**src/design/wpm_pkg.sv**
```systemverilog
`timescale 1ns / 1ps
`default_nettype none

package wpm_pkg;

    localparam int SOURCE_SLOTS_DEF = 8;

    typedef enum logic [1:0] {
        OP_ADD    = 2'd0,
        OP_REMOVE = 2'd1,
        OP_UPDATE = 2'd2,
        OP_SAMPLE = 2'd3
    } op_t;

    typedef enum logic [2:0] {
        S_IDLE,
        S_SCAN,
        S_EXEC,
        S_ACC,
        S_RESP
    } state_t;

    localparam logic KIND_STATUS = 1'b0;
    localparam logic KIND_MIX    = 1'b1;
    localparam logic ST_OK       = 1'b0;
    localparam logic ST_REJECT   = 1'b1;

    localparam logic signed [15:0] MIX_MAX = 16'sh7FFF;
    localparam logic signed [15:0] MIX_MIN = -16'sh8000;
    // clip bounds of the sum with 12 fraction bits
    localparam logic signed [32:0] TOT_MAX = 33'sd134213632;
    localparam logic signed [32:0] TOT_MIN = -33'sd134217728;

    typedef struct packed {
        logic [31:0] id;
        logic [15:0] wt;
        logic        mute;
    } entry_t;

    typedef struct packed {
        logic capture;
        logic exec;
        logic accum;
        logic push;
    } dp_cmd_t;

    typedef struct packed {
        logic scan_done;
        logic is_sample;
        logic has_result;
        logic out_free;
    } dp_stat_t;

endpackage

`default_nettype wire

```
**src/design/wpm_ctrl.sv**
```systemverilog
`timescale 1ns / 1ps
`default_nettype none

module wpm_ctrl (
    input  wire logic             clk,
    input  wire logic             rst_n,
    input  wire logic             in_valid,
    output logic                  in_ready,
    input  wire wpm_pkg::dp_stat_t stat,
    output wpm_pkg::dp_cmd_t      cmd
);
    import wpm_pkg::*;

    state_t state_reg;
    state_t state_next;

    always_ff @(posedge clk or negedge rst_n)
    begin
        if (!rst_n)
        begin
            state_reg <= S_IDLE;
        end
        else
        begin
            state_reg <= state_next;
        end
    end

    always_comb
    begin
        state_next  = state_reg;
        in_ready    = 1'b0;
        cmd         = '0;
        unique case (state_reg)
            S_IDLE:
            begin
                in_ready = 1'b1;
                if (in_valid)
                begin
                    cmd.capture = 1'b1;
                    state_next  = S_SCAN;
                end
            end
            S_SCAN:
            begin
                if (stat.scan_done)
                begin
                    state_next = S_EXEC;
                end
            end
            S_EXEC:
            begin
                cmd.exec   = 1'b1;
                state_next = stat.is_sample ? S_ACC : S_RESP;
            end
            S_ACC:
            begin
                cmd.accum  = 1'b1;
                state_next = S_RESP;
            end
            S_RESP:
            begin
                // a sample without the last mark has nothing to send
                if (!stat.has_result)
                begin
                    state_next = S_IDLE;
                end
                else if (stat.out_free)
                begin
                    cmd.push   = 1'b1;
                    state_next = S_IDLE;
                end
            end
            default:
            begin
                state_next = S_IDLE;
            end
        endcase
    end

endmodule

`default_nettype wire

```
**src/design/wpm_datapath.sv**
```systemverilog
`timescale 1ns / 1ps
`default_nettype none

module wpm_datapath #(
    parameter int SOURCE_SLOTS = wpm_pkg::SOURCE_SLOTS_DEF
) (
    input  wire logic               clk,
    input  wire logic               rst_n,
    input  wire wpm_pkg::dp_cmd_t   cmd,
    output wpm_pkg::dp_stat_t       stat,
    input  wire logic [1:0]         op,
    input  wire logic [31:0]        source_id,
    input  wire logic signed [15:0] weight,
    input  wire logic               muted,
    input  wire logic signed [15:0] sample,
    input  wire logic               last,
    output logic                    out_valid,
    input  wire logic               out_ready,
    output logic                    result_kind,
    output logic                    status,
    output logic [3:0]              source_total,
    output logic signed [15:0]      mixed_sample
);
    import wpm_pkg::*;

    localparam int IW  = (SOURCE_SLOTS > 1) ? $clog2(SOURCE_SLOTS) : 1;
    localparam int OW  = $clog2(SOURCE_SLOTS + 1);
    localparam int OWX = (OW > 4) ? OW : 4;
    localparam logic [IW-1:0] LAST_IDX = IW'(SOURCE_SLOTS - 1);
    localparam logic [OW-1:0] FULL_CNT = OW'(SOURCE_SLOTS);

    // request being worked on
    op_t                op_reg;
    logic [31:0]        id_reg;
    logic [15:0]        wt_reg;
    logic               mute_reg;
    logic signed [15:0] sample_reg;
    logic               last_reg;

    // slot table
    entry_t                  mem [SOURCE_SLOTS];
    entry_t                  rd_entry_reg;
    logic [SOURCE_SLOTS-1:0] valid_reg;
    logic [OW-1:0]           occ_reg;

    // search
    logic               scan_run_reg;
    logic [IW-1:0]      scan_idx_reg;
    logic               cmp_vld_reg;
    logic [IW-1:0]      cmp_idx_reg;
    logic               found_reg;
    logic [IW-1:0]      hit_idx_reg;
    logic signed [15:0] hit_wt_reg;
    logic               hit_mute_reg;
    logic               free_found_reg;
    logic [IW-1:0]      free_idx_reg;

    // mixing
    logic signed [31:0] product_reg;
    logic signed [15:0] sum_reg;
    logic               res_kind_reg;
    logic               res_status_reg;
    logic signed [15:0] res_mixed_reg;

    // output stage
    logic               out_valid_reg;
    logic               out_kind_reg;
    logic               out_status_reg;
    logic [3:0]         out_total_reg;
    logic signed [15:0] out_mixed_reg;

    logic               full;
    logic               add_ok;
    logic               op_ok;
    logic               wr_en;
    logic [IW-1:0]      wr_addr;
    entry_t             wr_entry;
    logic signed [31:0] prod_full;
    logic signed [32:0] acc_total;
    logic               frac_nz;
    logic signed [15:0] trunc_q;
    logic signed [15:0] new_sum;
    logic [OWX-1:0]     occ_ext;

    assign full   = (occ_reg == FULL_CNT);
    assign add_ok = !full && !found_reg && free_found_reg;

    always_comb
    begin
        unique case (op_reg)
            OP_ADD:    op_ok = add_ok;
            OP_REMOVE: op_ok = found_reg;
            OP_UPDATE: op_ok = found_reg;
            OP_SAMPLE: op_ok = 1'b1;
            default:   op_ok = 1'b0;
        endcase
    end

    assign wr_en    = cmd.exec && (((op_reg == OP_ADD) && add_ok)
                                   || ((op_reg == OP_UPDATE) && found_reg));
    assign wr_addr  = (op_reg == OP_ADD) ? free_idx_reg : hit_idx_reg;
    assign wr_entry = '{id: id_reg, wt: wt_reg, mute: mute_reg};

    assign prod_full = sample_reg * hit_wt_reg;

    // sum with 12 fraction bits plus the new product
    assign acc_total = $signed({{5{sum_reg[15]}}, sum_reg, 12'b0})
                     + $signed({product_reg[31], product_reg});
    assign frac_nz   = |acc_total[11:0];
    // floor, then one up for negative values with a fraction: toward zero
    assign trunc_q   = acc_total[27:12] + 16'(acc_total[32] && frac_nz);

    always_comb
    begin
        priority if (acc_total > TOT_MAX)
        begin
            new_sum = MIX_MAX;
        end
        else if (acc_total < TOT_MIN)
        begin
            new_sum = MIX_MIN;
        end
        else
        begin
            new_sum = trunc_q;
        end
    end

    assign occ_ext = OWX'(occ_reg);

    always_ff @(posedge clk)
    begin
        if (cmd.capture)
        begin
            op_reg     <= op_t'(op);
            id_reg     <= source_id;
            wt_reg     <= weight;
            mute_reg   <= muted;
            sample_reg <= sample;
            last_reg   <= last;
        end
    end

    always_ff @(posedge clk)
    begin
        if (wr_en)
        begin
            mem[wr_addr] <= wr_entry;
        end
        rd_entry_reg <= mem[scan_idx_reg];
    end

    always_ff @(posedge clk or negedge rst_n)
    begin
        if (!rst_n)
        begin
            scan_run_reg   <= 1'b0;
            scan_idx_reg   <= '0;
            cmp_vld_reg    <= 1'b0;
            cmp_idx_reg    <= '0;
            found_reg      <= 1'b0;
            free_found_reg <= 1'b0;
        end
        else
        begin
            if (cmd.capture)
            begin
                scan_run_reg   <= 1'b1;
                scan_idx_reg   <= '0;
                found_reg      <= 1'b0;
                free_found_reg <= 1'b0;
            end
            else if (scan_run_reg)
            begin
                if (scan_idx_reg == LAST_IDX)
                begin
                    scan_run_reg <= 1'b0;
                end
                else
                begin
                    scan_idx_reg <= scan_idx_reg + 1'b1;
                end
            end
            cmp_vld_reg <= scan_run_reg && !cmd.capture;
            cmp_idx_reg <= scan_idx_reg;
            if (cmp_vld_reg)
            begin
                if (valid_reg[cmp_idx_reg] && (rd_entry_reg.id == id_reg) && !found_reg)
                begin
                    found_reg <= 1'b1;
                end
                if (!valid_reg[cmp_idx_reg] && !free_found_reg)
                begin
                    free_found_reg <= 1'b1;
                end
            end
        end
    end

    always_ff @(posedge clk)
    begin
        if (cmp_vld_reg)
        begin
            if (valid_reg[cmp_idx_reg] && (rd_entry_reg.id == id_reg) && !found_reg)
            begin
                hit_idx_reg  <= cmp_idx_reg;
                hit_wt_reg   <= $signed(rd_entry_reg.wt);
                hit_mute_reg <= rd_entry_reg.mute;
            end
            if (!valid_reg[cmp_idx_reg] && !free_found_reg)
            begin
                free_idx_reg <= cmp_idx_reg;
            end
        end
    end

    always_ff @(posedge clk or negedge rst_n)
    begin
        if (!rst_n)
        begin
            valid_reg <= '0;
            occ_reg   <= '0;
            sum_reg   <= '0;
        end
        else
        begin
            if (cmd.exec && (op_reg == OP_ADD) && add_ok)
            begin
                valid_reg[free_idx_reg] <= 1'b1;
                occ_reg                 <= occ_reg + 1'b1;
            end
            else if (cmd.exec && (op_reg == OP_REMOVE) && found_reg)
            begin
                valid_reg[hit_idx_reg] <= 1'b0;
                occ_reg                <= occ_reg - 1'b1;
            end
            if (cmd.accum)
            begin
                sum_reg <= last_reg ? 16'sd0 : new_sum;
            end
        end
    end

    always_ff @(posedge clk)
    begin
        if (cmd.exec)
        begin
            // unknown or muted source contributes zero
            product_reg    <= (found_reg && !hit_mute_reg) ? prod_full : 32'sd0;
            res_kind_reg   <= KIND_STATUS;
            res_status_reg <= op_ok ? ST_OK : ST_REJECT;
            res_mixed_reg  <= 16'sd0;
        end
        else if (cmd.accum)
        begin
            res_kind_reg   <= KIND_MIX;
            res_status_reg <= ST_OK;
            res_mixed_reg  <= new_sum;
        end
    end

    always_ff @(posedge clk or negedge rst_n)
    begin
        if (!rst_n)
        begin
            out_valid_reg <= 1'b0;
        end
        else if (cmd.push)
        begin
            out_valid_reg <= 1'b1;
        end
        else if (out_ready)
        begin
            out_valid_reg <= 1'b0;
        end
    end

    always_ff @(posedge clk)
    begin
        if (cmd.push)
        begin
            out_kind_reg   <= res_kind_reg;
            out_status_reg <= res_status_reg;
            out_total_reg  <= occ_ext[3:0];
            out_mixed_reg  <= res_mixed_reg;
        end
    end

    assign stat.scan_done  = cmp_vld_reg && (cmp_idx_reg == LAST_IDX);
    assign stat.is_sample  = (op_reg == OP_SAMPLE);
    assign stat.has_result = (op_reg != OP_SAMPLE) || last_reg;
    assign stat.out_free   = !out_valid_reg || out_ready;

    assign out_valid    = out_valid_reg;
    assign result_kind  = out_kind_reg;
    assign status       = out_status_reg;
    assign source_total = out_total_reg;
    assign mixed_sample = out_mixed_reg;

`ifndef SYNTHESIS
    a_occ_matches_valid: assert property (@(posedge clk) disable iff (!rst_n)
        occ_reg == OW'($countones(valid_reg)))
        else $error("occupancy count out of step with slot valid bits");

    a_push_when_free: assert property (@(posedge clk) disable iff (!rst_n)
        cmd.push |-> (!out_valid_reg || out_ready))
        else $error("result pushed over an untaken result");

    a_sum_cleared: assert property (@(posedge clk) disable iff (!rst_n)
        (cmd.accum && last_reg) |=> (sum_reg == 16'sd0))
        else $error("mix sum not cleared after frame end");

    a_no_scan_overlap: assert property (@(posedge clk) disable iff (!rst_n)
        (cmd.exec || cmd.accum) |-> !scan_run_reg)
        else $error("table update while search still running");
`endif

endmodule

`default_nettype wire

```
**src/design/weighted_pcm_mixer_top.sv**
```systemverilog
// Weighted PCM mixer. Keeps a table of up to SOURCE_SLOTS sources (32-bit id,
// signed Q3.12 weight, mute flag). op 0/1/2 add, remove or update a source and
// always return one status result (status 1 = rejected: table full, duplicate
// id, or unknown id). op 3 supplies one sample of one source; a known unmuted
// source adds sample*weight to the frame sum, which is clipped to 16 bits and
// truncated toward zero after every addition. A sample with last set returns
// the mix and clears the sum; other samples return nothing. Every request
// searches the slot memory one slot per cycle; a sample request then also
// passes an accumulate state that a table request skips. A finished result sits
// in an output register, so the next request is accepted while the result waits.
`timescale 1ns / 1ps
`default_nettype none

module weighted_pcm_mixer_top #(
    parameter int SOURCE_SLOTS = wpm_pkg::SOURCE_SLOTS_DEF
) (
    input  wire logic               clk,
    input  wire logic               rst_n,
    input  wire logic               in_valid,
    output logic                    in_ready,
    input  wire logic [1:0]         op,
    input  wire logic [31:0]        source_id,
    input  wire logic signed [15:0] weight,
    input  wire logic               muted,
    input  wire logic signed [15:0] sample,
    input  wire logic               last,
    output logic                    out_valid,
    input  wire logic               out_ready,
    output logic                    result_kind,
    output logic                    status,
    output logic [3:0]              source_total,
    output logic signed [15:0]      mixed_sample
);
    import wpm_pkg::*;

    dp_cmd_t  cmd;
    dp_stat_t stat;

    wpm_ctrl u_ctrl (
        .clk      (clk),
        .rst_n    (rst_n),
        .in_valid (in_valid),
        .in_ready (in_ready),
        .stat     (stat),
        .cmd      (cmd)
    );

    wpm_datapath #(
        .SOURCE_SLOTS (SOURCE_SLOTS)
    ) u_datapath (
        .clk          (clk),
        .rst_n        (rst_n),
        .cmd          (cmd),
        .stat         (stat),
        .op           (op),
        .source_id    (source_id),
        .weight       (weight),
        .muted        (muted),
        .sample       (sample),
        .last         (last),
        .out_valid    (out_valid),
        .out_ready    (out_ready),
        .result_kind  (result_kind),
        .status       (status),
        .source_total (source_total),
        .mixed_sample (mixed_sample)
    );

endmodule

`default_nettype wire
```
**config.mk**
```make
export PLATFORM = sky130hd
export DESIGN_NAME = weighted_pcm_mixer_top
export DESIGN_NICKNAME = d
export VERILOG_FILES = /design/src/design/wpm_pkg.sv /design/src/design/wpm_ctrl.sv /design/src/design/wpm_datapath.sv /design/src/design/weighted_pcm_mixer_top.sv
export SDC_FILE = /design/constraint.sdc
export NUM_CORES = 1
export LEC_CHECK = 0
export BUFFER_PORTS_ARGS = -buffer_cell sky130_fd_sc_hd__buf_2
export CAP_MARGIN = 25
export CORE_MARGIN = 10
export CORE_UTILIZATION = 25
export CTS_CLUSTER_SIZE = 25
export DETAILED_ROUTE_END_ITERATION = 8
export REMOVE_ABC_BUFFERS = 1
export SYNTH_ARGS = -nofsm -noshare
export SYNTH_HDL_FRONTEND = slang
export SYNTH_HIERARCHICAL = 1
export SYNTH_SLANG_ARGS = --single-unit
```
**constraint.sdc**
```tcl
create_clock -name clk -period 11.4 [get_ports clk]
set_input_delay 2.28 -clock clk [delete_from_list [all_inputs] [get_ports clk]]
set_output_delay 2.28 -clock clk [all_outputs]
set_load 0.01 [all_outputs]
```
# Word level (Yosys, flattened, before mapping)
# Memory sizes are Yosys's and may differ from the RTL's. A register that Yosys moved wholly into a read port is not among the register bits.
# Cells that the tools add are included.
dict set report totals {
  ram_bits 392
  regBits 205
  n_memories 1
  input_bits 72
  output_inout_bits 24
  word_cells 150
}
# name words word_bits read_ports rd_ports_with_merged_regs write_ports line
set mem_list {}
lappend mem_list {u_datapath.mem 8 49 1 1 1 wpm_datapath.sv:41} ;# entry_t mem [SOURCE_SLOTS];
dict set report op_classes {
  order_cmp 7
  reduce_logical 40
  add_sub_neg 5
  n_mul 1
  n_eq_ne 16
  n_bitwise 3
  n_mux 48
}
# cell n
set op_table {}
lappend op_table {{16-bit 2-to-1 mux} 3}
lappend op_table {{28-bit by 32-bit adder with 33-bit output} 1}
lappend op_table {{33-bit by 28-bit greater-than comparator with 1-bit output, second input constant} 1}
lappend op_table {{33-bit by 28-bit less-than comparator with 1-bit output, second input constant} 1}
lappend op_table {{32-bit == test} 1}
lappend op_table {{16-bit by 16-bit multiplier with 32-bit output} 1}
lappend op_table {{1-bit 2-to-1 mux} 27}
lappend op_table {{3-bit 2-to-1 mux} 9}
lappend op_table {{1-bit logical AND} 18}
lappend op_table {{16-bit by 1-bit adder with 16-bit output} 1}
lappend op_table {{8-bit 2-to-1 mux} 2}
lappend op_table {{3-bit one-hot mux with 5 select lines} 1}
lappend op_table {{3-bit by 4-bit less-than comparator with 1-bit output, second input constant} 3}
lappend op_table {{12-bit OR reduction} 1}
lappend op_table {{3-bit == test, second input constant} 3}
lappend op_table {{8-bit AND} 1}
lappend op_table {{4-bit 2-to-1 mux} 2}
lappend op_table {{8-bit inverter} 1}
lappend op_table {{8-bit OR} 1}
lappend op_table {{2-bit nonzero test} 4}
lappend op_table {{1-bit logical NOT} 7}
lappend op_table {{1-bit demux with 3-bit select} 2}
lappend op_table {{3-bit by 2-bit == test with 1-bit output, second input constant} 2}
lappend op_table {{3-bit by 1-bit >= comparator with 1-bit output, second input constant} 2}
lappend op_table {{other kinds (18)} 25}

# Depth between registers and ports, before layout
# Gate-level depths: netlist of the first run.
dict set report depth {
  word_depth 9
  ltp_mapped 23
}

# Hierarchy
# The synthesis of the first run kept the hierarchy.
# module cells_per_inst area_per_inst_um2 seq_area_each_um2 n_inst
set modules_own_cells {}
lappend modules_own_cells {wpm_datapath 2411 34555.6 18452.7 1}
lappend modules_own_cells {wpm_ctrl 22 212.7 75.1 1}

# Least setup slack after synthesis of the first run
# No wires, ideal clock.
dict set report synth_timing {
  path_type {input port to flip-flop}
  from {input port in_valid}
  to {register u_datapath.found_reg}
  path_buffers 0
  t_required_ps 11276
  arrival_time_ps 10488
  slack_ps 788
  setup_time_ps 124
  stages 3
  path_cell_list {nor4b_1 -> inv_1 -> a21o_1}
}
dict set report synth_between {
  elab_chain_len 5
}
# element line
set synth_lines {}
lappend synth_lines {{start: declaration} weighted_pcm_mixer_top.sv:19} ;# input wire logic in_valid,
lappend synth_lines {{1-bit 2-to-1 mux *} wpm_ctrl.sv:38} ;# if (in_valid)
lappend synth_lines {{1-bit 2-to-1 mux *} wpm_ctrl.sv:34} ;# unique case (state_reg)
lappend synth_lines {{1-bit 2-to-1 mux *} wpm_datapath.sv:166} ;# if (cmd.capture)
lappend synth_lines {{1-bit 2-to-1 mux} wpm_datapath.sv:188} ;# if (valid_reg[cmp_idx_reg] && (rd_entry_reg.id == id_reg) && !found_reg)
lappend synth_lines {{1-bit 2-to-1 mux *} wpm_datapath.sv:186} ;# if (cmp_vld_reg)
lappend synth_lines {{end signal: assignment} wpm_datapath.sv:161} ;# found_reg <= 1'b0;
lappend synth_lines {{end signal: assignment} wpm_datapath.sv:170} ;# found_reg <= 1'b0;
lappend synth_lines {{end signal: assignment} wpm_datapath.sv:190} ;# found_reg <= 1'b1;
lappend synth_lines {{end: declaration} wpm_datapath.sv:51} ;# logic found_reg;
# Every way passes the cells marked *; elsewhere a longest branch is shown, timed or not.
# A chain may end at the register's enable or synchronous reset.

# Worst setup path in the final report of the first run
dict set report layout_timing {
  from {register u_datapath.hit_wt_reg[1]}
  to {register u_datapath.product_reg[27], data pin}
}
dict set report layout_between {
  elab_chain_len 1
}
# element line
set layout_lines {}
lappend layout_lines {{start: declaration} wpm_datapath.sv:53} ;# logic signed [15:0] hit_wt_reg;
lappend layout_lines {{start signal: assignment} wpm_datapath.sv:207} ;# hit_wt_reg <= $signed(rd_entry_reg.wt);
lappend layout_lines {{16-bit by 16-bit multiplier with 32-bit output} wpm_datapath.sv:104} ;# assign prod_full = sample_reg * hit_wt_reg;
lappend layout_lines {{end signal: assignment} wpm_datapath.sv:249} ;# product_reg <= (found_reg && !hit_mute_reg) ? prod_full : 32'sd0;
lappend layout_lines {{end: declaration} wpm_datapath.sv:59} ;# logic signed [31:0] product_reg;
# Every way passes these cells.

==> reports/metrics.json, run 1 <==
{
  "run_status": "completed",
  "ys_top_cells_by_area": "sky130_fd_sc_hd__edfxtp_1, sky130_fd_sc_hd__fa_1, sky130_fd_sc_hd__mux4_2",
  "fmax_ghz": 0.1421,
  "critical-path-max-stage-delay_ns": 0.89,
  "detail_route.drc_violations": 0,
  "io_pins": 96,
  "total_internal_power_mw": 6.416,
  "switchingPower_mw": 3.951,
  "clkSinkCount": 646,
  "numPlacedInstances": 4254,
  "final-max-slew-violation-count": 0,
  "vias_in_the_first_global_route": 20490,
  "ff_latch_area_sq_um": 18540,
  "min_path_type": "flop to flop",
  "worst-slew-pin-transition_ns": 1.057,
  "whs_path_depth": 0,
  "initial_core_utilization_pct": 25.23,
  "place_congestion": 0.8059,
  "worst_path_max_delay_cell": "sky130_fd_sc_hd__fa_1",
  "syn-instance-count": 2433,
  "share_of_total_power_in_the_clock_network_pct": 21.9,
  "power.share.switching_pct": 38.11,
  "design.final.nets": 2982,
  "cts_tree": "yes",
  "grt_antenna_before_repair": 4,
  "area.growth.synth_to_final_pct": 14.19,
  "synth-seq-area-share_pct": 53.29,
  "worstReg2RegStart": "u_datapath/hit_wt_reg[1]",
  "largest_net_degree_at_the_start_of_global_routing": 66,
  "path_clk_slew_ns": 0.06,
  "yosysWarningCount": 6,
  "fraction_of_layout_cells_with_a_size_suffix_above_1_pct": 16.67,
  "fp-row-count": 136,
  "cell_mode_on_critical_path": "sky130_fd_sc_hd__fa_1",
  "instances_no_fill": 4386,
  "timing_hold_violations_final": 0,
  "max_cap_viol_count": 0,
  "worst-endpoint-arrival_ns": 7.39,
  "synth_top_cells_by_count": "sky130_fd_sc_hd__edfxtp_1, sky130_fd_sc_hd__inv_1, sky130_fd_sc_hd__fa_1",
  "clock_skews_ns": 0.02972,
  "ant_nets": 0,
  "synth-edff-count": 538,
  "reg2reg_setup_slack_ns": 4.36,
  "netlist.area_leader.share_pct": 46.47,
  "portBuffers": 95,
  "first_iter_violations": 1128,
  "ys_ff_latch": 646,
  "crit_path_cell_trace": "nand2_1, inv_1, fa_1, fa_1, inv_1, fa_1, fa_1, fa_1, fa_1, inv_1, ha_1, nand2_1, nor2_1, and3_1, a2111oi_0, a21boi_0, o21a_1, nor3_1, nor3_1",
  "grt.total_usage_pct": 9.838,
  "timing.critical_path.required_ns": 11.75,
  "power_density_nw_per_um2": 261.1,
  "timing_worst_setup_path_type": "flop to flop",
  "worst_setup_path_end_kind": "flop",
  "cts_buffer_depth": 3,
  "die_y_microns": 392.9,
  "portion_of_total_power_attributed_to_combinational_logic_pct": 48.7,
  "cp_top_family": "adder cells",
  "routed_wl_mm": 75.18,
  "ys.flop_type": "sky130_fd_sc_hd__edfxtp_1",
  "place.detailed.hpwl_mm": 49.98,
  "reg2regPathDepth": 19,
  "die_w_microns": 392.9,
  "avgSynthCellArea_sq_um": 14.29,
  "final_min_period_over_clock_period_pct": 61.73,
  "largest_reg_flops": 392,
  "timing.final.setup_violations": 0,
  "fillCellCount": 13920,
  "hold_path_end": "u_datapath/hit_wt_reg[12]",
  "async_flop_share_pct": 6.502,
  "timing.hold.worst.start": "u_datapath/rd_entry_reg[13]",
  "p_leak_nw": 15.11,
  "netlist_area_sq_um": 34770,
  "final.min_clock_period_ns": 7.037,
  "insertion_delay_ns": 0.61,
  "total_die_area_sq_um": 154400,
  "vdd_ir_drop_max_mv": 0.3299,
  "max_slew_margin_vs_limit_pct": 29.51,
  "synth_area_leader_cell": "sky130_fd_sc_hd__edfxtp_1",
  "setup_repair_after_global_routing_missed_its_margin": "no",
  "antenna_cells_inserted": 0,
  "grt_pass1_wl_mm": 119.3,
  "numCtsBuffers": 72,
  "multi_input_gate_area_sq_um": 14830,
  "cts-resized-gates": 0,
  "cts.root.buffer_cell": "sky130_fd_sc_hd__clkbuf_16",
  "pwr-share-seq_pct": 29.4,
  "htree_num_levels": 3,
  "critical_path_peak_fanout": 16,
  "cts_setup_buffers": 0,
  "num_vias": 19060,
  "fp.coreArea_sq_um": 137800,
  "post-synth-top-count-cell": "sky130_fd_sc_hd__edfxtp_1",
  "distinct_cells_synth": 76,
  "fin_tns_setup_ns": 0,
  "critical_path.n_buffers_inverters": 3,
  "vias_per_cell": 4.345,
  "critical_path.reg2reg.endpoint": "u_datapath/product_reg[27]",
  "firstDrtPassIters": 5,
  "hold_buffers": 0,
  "grt_remaining_overflow": 0,
  "critical_path.startpoint_type": "flop",
  "routed_wire_length_per_instance_microns": 17.14
}
final cells by class:
cell class                 instances  share of cell area (%)
clock inverter                    38                  0.8981
multi-input combinational       1398                   37.34
tap                             1794                   5.654
sequential                       646                   46.69
inverter                         301                   2.846
timing repair buffer             115                   1.569
clock buffer                      94                   5.001
through the flow:
| step | hold slack, ns | area [sq um] | power, mW | utilization [%] | setup WS [ns] |
|---|---|---|---|---|---|
| floorplan | 0.3855 | 34410 | 7.035 | - | 0.7880 |
| finish | 0.3915 | 39700 | 10.37 | 28.81 | 4.363 |
| CTS | 0.3930 | 39700 | 10.51 | 28.81 | 4.330 |
| detailed placement | 0.3887 | 37360 | 8.189 | 27.11 | 4.352 |
| global placement | 0.3859 | 37360 | 8.142 | 27.10 | 4.433 |
| global route | 0.4031 | 39700 | 11.27 | 28.81 | 3.837 |
layer usage:
| metal | wire [microns] | vias up | global-route usage, % | part of all wire, % |
|---|---|---|---|---|
| met5 | 27 | - | 0 | 0.036 |
| met4 | 1312 | 4 | 2.369 | 1.7 |
| li1 | - | 8717 | - | - |
| met3 | 3138 | 104 | 1.494 | 4.2 |
| met2 | 37770 | 340 | 17.35 | 50 |
| met1 | 32930 | 9894 | 12.59 | 44 |
power groups by stage:
stage | Clock [mW] | Combinational, mW | Sequential, mW
after floorplan | 0 | 3.92 | 3.12
after global placement | 0 | 5.04 | 3.10
after detailed placement | 0 | 5.08 | 3.11
after CTS | 2.34 | 5.12 | 3.06
after global routing | 2.44 | 5.75 | 3.09
final | 2.27 | 5.05 | 3.05
layout by cell type, fill, tap and decap left out, types with 10 or more instances in the layout:
cell                        synthesis  layout
sky130_fd_sc_hd__nor2_1            87      79
sky130_fd_sc_hd__clkinv_2           0      12
sky130_fd_sc_hd__buf_4              0      19
sky130_fd_sc_hd__dfrtp_1           42      39
sky130_fd_sc_hd__a211oi_1          11      11
sky130_fd_sc_hd__a21oi_1           55      55
sky130_fd_sc_hd__nand3_1           20      20
sky130_fd_sc_hd__nor3_1            28      28
sky130_fd_sc_hd__nand2b_1          42      42
sky130_fd_sc_hd__nand2_1          156     156
sky130_fd_sc_hd__o21ai_0           46      46
sky130_fd_sc_hd__xnor2_1           62      62
sky130_fd_sc_hd__clkbuf_1          69      13
sky130_fd_sc_hd__a21o_1            24      24
sky130_fd_sc_hd__buf_2              2      96
sky130_fd_sc_hd__xor2_1            26      26
sky130_fd_sc_hd__clkinv_1           0      10
sky130_fd_sc_hd__mux2_2            55      55
sky130_fd_sc_hd__ha_1             112     112
sky130_fd_sc_hd__clkbuf_16          0      73
sky130_fd_sc_hd__edfxtp_1         538     538
sky130_fd_sc_hd__dfxtp_1           66      66
sky130_fd_sc_hd__inv_1            301     301
sky130_fd_sc_hd__fa_1             264     264
sky130_fd_sc_hd__mux4_2           100     100
sky130_fd_sc_hd__and2_1           139     139
sky130_fd_sc_hd__nor4_1            12      11
sky130_fd_sc_hd__nand4_1           15      15
worst max path at each step:
| stage | start | end | slack, ns | depth (start not counted) |
|---|---|---|---|---|
| after floorplan | in_valid | u_datapath/found_reg | 0.79 | 3 |
| after global placement | u_datapath/hit_wt_reg[1] | u_datapath/product_reg[27] | 4.43 | 19 |
| after detailed placement | u_datapath/hit_wt_reg[1] | u_datapath/product_reg[27] | 4.35 | 19 |
| after CTS | u_datapath/hit_wt_reg[1] | u_datapath/product_reg[27] | 4.33 | 19 |
| after global routing | u_datapath/sample_reg[15] | u_datapath/product_reg[27] | 3.84 | 19 |
| final | u_datapath/hit_wt_reg[1] | u_datapath/product_reg[27] | 4.36 | 19 |
cells by family after synthesis:
group	synth area share [%]
flip-flops	53.29
AND/OR/NAND/NOR	8.468
buffers and inverters	4.275
adder cells (fa/ha/maj)	19.23
AO/OA/AOI/OAI	4.059
multiplexers	8.460
XOR/XNOR	2.217
No activity file was read; power rests on OpenSTA's default activity.
==> run 2, diff against run 1 <==
==> constraint.sdc (replaced) <==
create_clock -name clk -period 5.8 [get_ports clk]
set_input_delay 1.16 -clock clk [delete_from_list [all_inputs] [get_ports clk]]
set_output_delay 1.16 -clock clk [all_outputs]
set_load 0.01 [all_outputs]
==> run 2 against run 1 <==
  * The flow now finishes with violations (setup timing)
  * Largest cell class unchanged
  * Combinational power rose to 2.6 times the previous value
  * Sequential power up 99%
  * Via count rose by 3.5%
  * First-iteration DRC count is 5.5% higher
  * Wire length grew 1.4%
  * Clock power grew 100%
  * Die area stayed put
  * Sequential cell count unchanged
  * Sequential share of layout area is 2.1 points lower
  * Utilization up 1.3 points
==> reports/metrics.json, run 2 (same netlist as run 1, synthesis figures left out) <==
{
  "run_status": "finished, violations left",
  "failed_checks": "setup timing",
  "htree_num_levels": 3,
  "clock_skews_ns": 0.04377,
  "post_layout_instance_area_sq_um": 41540,
  "dpl-instance-area_sq_um": 38500,
  "initial_core_utilization_pct": 25.23,
  "cts.root.buffer_cell": "sky130_fd_sc_hd__clkbuf_16",
  "fp-row-count": 136,
  "timing_worst_setup_path_type": "flop to flop",
  "vdd_ir_drop_max_mv": 0.8537,
  "io_pins": 96,
  "critical_path_peak_fanout": 5,
  "timing_hold_violations_final": 0,
  "grt_antenna_before_repair": 2,
  "final.hold.worst_slack_ns": 0.3985,
  "routed_wl_mm": 76.24,
  "first_iter_violations": 1190,
  "instances_no_fill": 4555,
  "largest_net_degree_at_the_start_of_global_routing": 72,
  "worst-endpoint-arrival_ns": 6.35,
  "layout.cells.most_common": "sky130_fd_sc_hd__edfxtp_1",
  "numCtsBuffers": 71,
  "largest_reg_flops": 392,
  "vias_in_the_first_global_route": 21410,
  "design.final.nets": 3149,
  "die_w_microns": 392.9,
  "path_clk_slew_ns": 0.06,
  "cts_buffer_depth": 3,
  "routed_wire_length_per_instance_microns": 16.74,
  "place_congestion": 0.8039,
  "final_min_period_over_clock_period_pct": 103.2,
  "area.growth.synth_to_final_pct": 19.49,
  "final.min_clock_period_ns": 5.986,
  "grt_pass1_wl_mm": 122.6,
  "fp.coreArea_sq_um": 137800,
  "max_cap_viol_count": 0,
  "clkSinkCount": 646,
  "grt_remaining_overflow": 0,
  "grt.total_usage_pct": 10.06,
  "ant_nets": 0,
  "totalPowerFinal_mw": 23.95,
  "detail_route.drc_violations": 0,
  "fin_tns_setup_ns": -1.071,
  "min_path_type": "flop to flop",
  "firstDrtPassIters": 5,
  "hold_buffers": 0,
  "setup_repair_after_global_routing_missed_its_margin": "yes",
  "portBuffers": 95,
  "fmax_ghz": 0.1671,
  "vias_per_cell": 4.329,
  "die_y_microns": 392.9,
  "numPlacedInstances": 4400,
  "mostFrequentLayoutCells": "sky130_fd_sc_hd__edfxtp_1, sky130_fd_sc_hd__inv_1, sky130_fd_sc_hd__fa_1",
  "insertion_delay_ns": 0.62,
  "critical_path.startpoint_type": "flop",
  "timing.critical_path.required_ns": 6.16,
  "power_density_nw_per_um2": 576.6,
  "place.detailed.hpwl_mm": 52.69,
  "total_die_area_sq_um": 154400,
  "cts_tree": "yes",
  "worst_setup_path_end_kind": "flop",
  "final-max-slew-violation-count": 0,
  "fin_ws_ns": -0.1858,
  "fraction_of_layout_cells_with_a_size_suffix_above_1_pct": 24.64,
  "worst-slew-pin-transition_ns": 1.049,
  "max_slew_margin_vs_limit_pct": 30.05,
  "p_leak_nw": 16.02,
  "num_vias": 19720,
  "timing.final.setup_violations": 10
}
## run 2: path summary, 6_finish.rpt
path,startpoint,slack [ns],to,depth (start not counted)
worst max-delay path,u_datapath/hit_wt_reg[3],-0.19,u_datapath/product_reg[26],21
worst min-delay path,u_datapath/rd_entry_reg[9],0.40,u_datapath/hit_wt_reg[8],0
worst max register to register,u_datapath/hit_wt_reg[3],-0.19,u_datapath/product_reg[26],21
worst min register to register,u_datapath/rd_entry_reg[9],0.40,u_datapath/hit_wt_reg[8],0
max in group asynchronous,rst_n,4.68,u_datapath/scan_idx_reg[0],2
min in group asynchronous,rst_n,0.64,u_datapath/sum_reg[1],2
## run 2: through the flow
step           util [%]  setup WS (ns)
2_1_floorplan         -         -3.692
3_3_place_gp      27.93        -0.3978
3_5_place_dp      27.93        -0.4533
4_1_cts           29.87        -0.2002
5_1_grt           30.14        -0.3918
6_report          30.14        -0.1858
## run 2: timing repair
item,in CTS,in global routing
buffers inserted,11,10
endpoints found under the hold margin,0,0
endpoints found under the setup margin,14,18
cloned,0,1
pin swaps,18,54
gates resized for setup,44,63
## run 2: cell type report
type | instances | area, sq um
inverter | 301 | 1130
multi-input combinational | 1398 | 15190
tap | 1794 | 2245
antenna | 1 | 2.502
clock inverter | 42 | 476.7
sequential | 646 | 18540
fill | 13800 | 96290
clock buffer | 90 | 1982
timing repair buffer | 283 | 1984
## run 2: worst max-delay path: stages, from the launching register on
cell                       delay, ns
sky130_fd_sc_hd__edfxtp_1       0.43
sky130_fd_sc_hd__buf_6          0.16
sky130_fd_sc_hd__buf_4          0.14
sky130_fd_sc_hd__nand2_1        0.07
sky130_fd_sc_hd__fa_1           0.43
sky130_fd_sc_hd__fa_1           0.47
sky130_fd_sc_hd__fa_2           0.58
sky130_fd_sc_hd__inv_2          0.04
sky130_fd_sc_hd__fa_2           0.55
sky130_fd_sc_hd__fa_1           0.44
sky130_fd_sc_hd__fa_1           0.51
sky130_fd_sc_hd__ha_4           0.30
sky130_fd_sc_hd__o21a_4         0.13
sky130_fd_sc_hd__or2_4          0.12
sky130_fd_sc_hd__nand3_2        0.08
sky130_fd_sc_hd__or4_1          0.41
sky130_fd_sc_hd__nand4_1        0.22
sky130_fd_sc_hd__nand3b_1       0.22
sky130_fd_sc_hd__buf_4          0.20
sky130_fd_sc_hd__nand2_2        0.05
sky130_fd_sc_hd__xor2_1         0.06
sky130_fd_sc_hd__and2_1         0.15
## run 2: where the power goes
| part | total [mW] | internal (mW) | switching [mW] | leakage (nW) |
|---|---|---|---|---|
| combinational | 13.3 | 6.80 | 6.45 | 8.81 |
| sequential | 6.07 | 5.53 | 0.538 | 6.01 |
| clock | 4.62 | 2.73 | 1.90 | 1.20 |
## run 2: layer usage
layer / up-vias / wire (microns) / global-route usage, %
met5: - / 13 / 0
met4: 2 / 1498 / 2.247
met3: 112 / 2509 / 1.553
met2: 305 / 38920 / 17.98
met1: 10250 / 33290 / 12.73
li1: 9047 / - / -
